File: src/rtl/csdt_pkg.sv
package csdt_pkg;

  localparam int MAX_SEGMENTS = 1024;
  localparam int CNT_W        = $clog2(MAX_SEGMENTS + 1);
  localparam int ADDR_W       = $clog2(MAX_SEGMENTS);
  localparam int AMOUNT_W     = 32;
  localparam int PREFIX_W     = 42;
  localparam int TOTAL_W      = 43;
  localparam int LEFT_W       = 11;

  typedef enum logic [0:0] {
    OP_APPEND  = 1'b0,
    OP_CONSUME = 1'b1
  } op_t;

  typedef enum logic [1:0] {
    ST_IDLE,
    ST_PROBE,
    ST_CMP,
    ST_FINISH
  } state_t;

  // controller -> datapath
  typedef struct packed {
    logic load;     // append a segment
    logic consume;  // accumulate amount, open the search window
    logic probe;    // issue prefix read at the window midpoint
    logic compare;  // narrow the window on the read data
    logic finish;   // register the result
  } dp_cmd_t;

  // datapath -> controller
  typedef struct packed {
    logic search_done;
  } dp_status_t;

endpackage

File: src/rtl/csdt_ctrl.sv
module csdt_ctrl (
  input  logic                clk,
  input  logic                rst,
  input  logic                start,
  input  logic                operation,
  input  csdt_pkg::dp_status_t status,
  output csdt_pkg::dp_cmd_t    cmd,
  output logic                busy
);
  import csdt_pkg::*;

  state_t state;
  state_t state_next;

  always_ff @(posedge clk) begin
    if (rst) begin
      state <= ST_IDLE;
    end else begin
      state <= state_next;
    end
  end

  always_comb begin
    state_next = state;
    cmd        = '0;
    busy       = (state != ST_IDLE);
    case (state)
      ST_IDLE: begin
        if (start) begin
          if (op_t'(operation) == OP_CONSUME) begin
            cmd.consume = 1'b1;
            state_next  = ST_PROBE;
          end else begin
            cmd.load = 1'b1;
          end
        end
      end
      ST_PROBE: begin
        if (status.search_done) begin
          state_next = ST_FINISH;
        end else begin
          cmd.probe  = 1'b1;
          state_next = ST_CMP;
        end
      end
      ST_CMP: begin
        cmd.compare = 1'b1;
        state_next  = ST_PROBE;
      end
      ST_FINISH: begin
        cmd.finish = 1'b1;
        state_next = ST_IDLE;
      end
      default: begin
        state_next = ST_IDLE;
      end
    endcase
  end

endmodule

File: config.mk
export PLATFORM = sky130hd
export DESIGN_NAME = csdt_ctrl
export DESIGN_NICKNAME = d
export VERILOG_FILES = /design/src/rtl/csdt_pkg.sv /design/src/rtl/csdt_ctrl.sv
export SDC_FILE = /design/constraint.sdc
export NUM_CORES = 1
export LEC_CHECK = 0
export BUFFER_PORTS_ARGS = -buffer_cell sky130_fd_sc_hd__buf_2
export CAP_MARGIN = 40
export CORE_AREA = 2 2 39 41
export CTS_BUF_LIST = sky130_fd_sc_hd__clkbuf_4 sky130_fd_sc_hd__clkbuf_8 sky130_fd_sc_hd__clkbuf_16
export CTS_CLUSTER_DIAMETER = 100
export CTS_CLUSTER_SIZE = 16
export DETAILED_ROUTE_END_ITERATION = 8
export DIE_AREA = 0 0 41 43
export HOLD_SLACK_MARGIN = 0.08
export PLACE_DENSITY_LB_ADDON = 0.3
export SLEW_MARGIN = 40
export SYNTH_ARGS = -nofsm -noshare
export SYNTH_HDL_FRONTEND = slang
export SYNTH_SLANG_ARGS = --single-unit
File: constraint.sdc
create_clock -name clk -period 1.1 [get_ports clk]
set_input_delay 0.33 -clock clk [delete_from_list [all_inputs] [get_ports clk]]
set_output_delay 0.33 -clock clk [all_outputs]
set_load 0.05 [all_outputs]
; ---- Yosys cells after proc, flatten, opt, wreduce, memory -nomap -nowiden
; Index checks and enable logic that the tools add are counted.
[op_classes]
n_reduce_logical = 3
eq_ne = 5
mux = 12
[op_table]
columns = operator, n
row1 = 2-bit 2-to-1 mux, 4
row2 = 2-bit case mux with 4 select lines, 1
row3 = 1-bit 2-to-1 mux, 7
row4 = "2-bit == test, second input constant", 2
row5 = "2-bit != test, second input constant", 2
row6 = "2-bit by 1-bit == test with 1-bit output, second input constant", 1
row7 = 2-bit logical NOT, 1
row8 = 2-bit AND reduction, 1
row9 = 2-bit nonzero test, 1
[totals]
register_bits = 2
out_inout_bits = 6
elab_cells = 21

; ---- Logic depth before layout (Yosys ltp)
[logic_depth]
ltp_word = 3
depth_mapped = 2

; ---- Worst setup path before layout
; Ideal clock, no wire load.
[synth_timing]
path_type = flip-flop to output port
from = register state[1]
to = output port cmd[4] (netlist bit)
t_arrival_ps = 1347
path_stages_with_launch = 3
slack_ps = -577
cell_sequence = dfxtp_1 or2_4 nor3b_2
[synth_rtl]
columns = item, line
row1 = from (decl), csdt_ctrl.sv:12  ; state_t state;
row2 = from (signal assigned), csdt_ctrl.sv:19  ; state <= state_next;
row3 = to (decl), csdt_ctrl.sv:7  ; output csdt_pkg::dp_cmd_t cmd,

==> impl_metrics.toml <==
[outcome]
status = "finished with violations"
violations = "negative setup slack"

[routing]
vias = 179
wirelength_um = 395
drcViolationCount = 0
viasPerCell = 3.58
wl_per_cell_um = 7.90
postRouteAntennaNets = 0
dr.pass1.iters = 1
drtIter0Drc = 0

[worst_setup_path]
rr_worst_depth = 5
crit_family = "simple AND/OR/NAND/NOR gates"
worstPathMaxFanout = 4
start_kind = "flip-flop"
cp.arrival_ps = 1130
cp_num_cells = 3
path_cells = "or2_4 > nor3b_4 > buf_6"
cp_num_buf_inv = 1
critPathRequiredTime_ps = 770
critPathKind = "flip-flop to primary output"
cp_slowest_stage_delay_ps = 320
slowest_stage = "dfxtp_2"
end_kind = "primary output"

[synth]
synth-simple-area-share = 0.574
ys_warn_count = 0
yosys-mux-area-fraction = 0
syn_inst = 13
synth_top_area_cell = "dfxtp_1"
syn-num-nets = 18
synth_area_per_cell_um2 = 9.72
synth_top_family_by_area = "simple AND/OR/NAND/NOR gates"
synth_compound_area_frac = 0.109
seq_area_frac_synth = 0.317
syn_area_um2 = 126
yosys-top-cells-area = "dfxtp_1 32%, and4bb_2 9.9%, nor3b_2 9.9%, and2b_2 6.9%, nand2b_2 6.9%"
ys_types = 11
synth_top_area_share = 0.317
ys_seq_elements = 2
synth_xor_area_frac = 0
synth_adder_area_share = 0

[final_layout]
final_cell_area_um2 = 354
antenna_cells = 0
nets = 41
largest_register = "state"
layout.cells.non_filler = 50
layout-drive-gt1-share = 0.882
largest_reg_flops = 2
reg.largest.list = "state x2"
syn_to_final_growth_pct = 180

[pwr]
p_per_area_mw_per_mm2 = 1210
ir_worst_vdd_uv = 308
cellLeakagePower_nw = 0.164

[place]
gp_congestion = 0.570
place_hpwl_um = 296
place_area_um2 = 259
numPortBuffers = 10
placedCellCount = 45

[sta]
worst_slew_pin_slew_ps = 191
finalMaxSlewViolations = 0
finalClockSkew_ps = 1.56
setup-tns-final_ps = -1930
final_hold_viol_count = 0
finalCritPeriodShare = 1.33
holdWs_ps = 279
setup_viol = 6
fin_ws_ps = -363
grt_setup_unrepaired = "yes"
min_period_ps = 1460
fmax_mhz = 683
slew_headroom = 0.872

[grt]
grt_antenna_before_repair = 0
grt_max_degree = 5
grt_pass1_wl_um = 703
grt_usage = 0.0651
overflow = 0
first_global_vias = 188

[clock_tree]
cts_max_level = 1
insertion_delay_ps = 220
cts.sink_count = 2
hold_buffers = 0
tritoncts = "yes"
clk_path_buf_depth = 2
path_clk_slew_ps = 30
cts_buffers = 3
root_buffer = "clkbuf_4"

[die]
die-area_mm2 = 0.00176
die_x_um = 41
die_y_um = 43
std_cell_rows = 14
io_pins = 11
start_util = 0.0913
core_mm2 = 0.00138

[hold_path]
min_path_type = "input pin to flip-flop"
whs_path_depth = 2

[run]
maxCapViolCount = 0
==> cell usage after synthesis <==
master / count
dfxtp_1: 2
and4bb_2: 1
and2b_2: 1
nor2_1: 2
or2_4: 1
nor3b_2: 1
nand2b_2: 1
o32ai_1: 1
nand2b_1: 1
and2_2: 1
a21oi_1: 1
==> cells by family after synthesis <==
logic type,Yosys count
simple gates,9
flops,2
compound gates,2
==> cells in the final DEF (no fill, tap or decap) <==
cell and count:
buf_4 8, nor2_1 1, or2_4 1, and4bb_4 1, dfxtp_2 2, nand2b_4 1
and2b_2 1, nand2b_1 1, buf_2 4, and2_4 1, clkbuf_4 3, o32ai_1 1
buf_8 3, nor3b_4 1, nor2_4 1, a21oi_1 1, buf_6 3
==> report_power, final <==
group	switching (mW)	total [mW]	leakage (nW)	internal, mW
clock	0.0429	0.163	0.0138	0.121
combinational	0.0898	0.181	0.133	0.0910
sequential	0.00403	0.0835	0.0172	0.0795
total	0.137	0.428	0.164	0.291
==> path summary, 6_finish.rpt <==
| kind | from | to | slack [ps] |
|---|---|---|---|
| worst min register to register | state[0]$_SDFFE_PP0P_ | state[0]$_SDFFE_PP0P_ | 570 |
| worst min-delay path | rst | state[1]$_SDFFE_PP0P_ | 280 |
| worst max-delay path | state[0]$_SDFFE_PP0P_ | cmd[4] | -360 |
| worst max register to register | state[0]$_SDFFE_PP0P_ | state[0]$_SDFFE_PP0P_ | 170 |
==> final cells by class <==
class                           instances  area [µm²]
Sequential cell                         2        42.5
Timing Repair Buffer                   18         159
Fill cell                             157        1030
Clock buffer                            3        22.5
Multi-Input combinational cell         11         110
Tap cell                               16        20.0
==> metal layers <==
metal  vias to the layer above  GRT usage  wire length [µm]
met5                         -          0                 0
met4                         0     0.0800                 0
met3                         0     0.0419                66
met2                        11     0.0781               175
met1                        79     0.0639               153
li1                         89          -                 -
==> stage by stage <==
step           worst slack [ps]  utilization  total power, mW
6_report                   -363        0.256            0.428
5_1_grt                    -417        0.256            0.460
3_3_place_gp               -228        0.187            0.223
2_1_floorplan              -381            -            0.173
4_1_cts                    -380        0.251            0.437
3_5_place_dp               -237        0.187            0.222
==> what timing repair did <==
item                                    4_1_cts  5_1_grt
buffers inserted                              2        0
hold endpoints to repair                      0        0
endpoints found under the setup margin        6        6
resized for setup                            16        3
pin swaps                                     1        1
(Power assumes the default switching activity.)
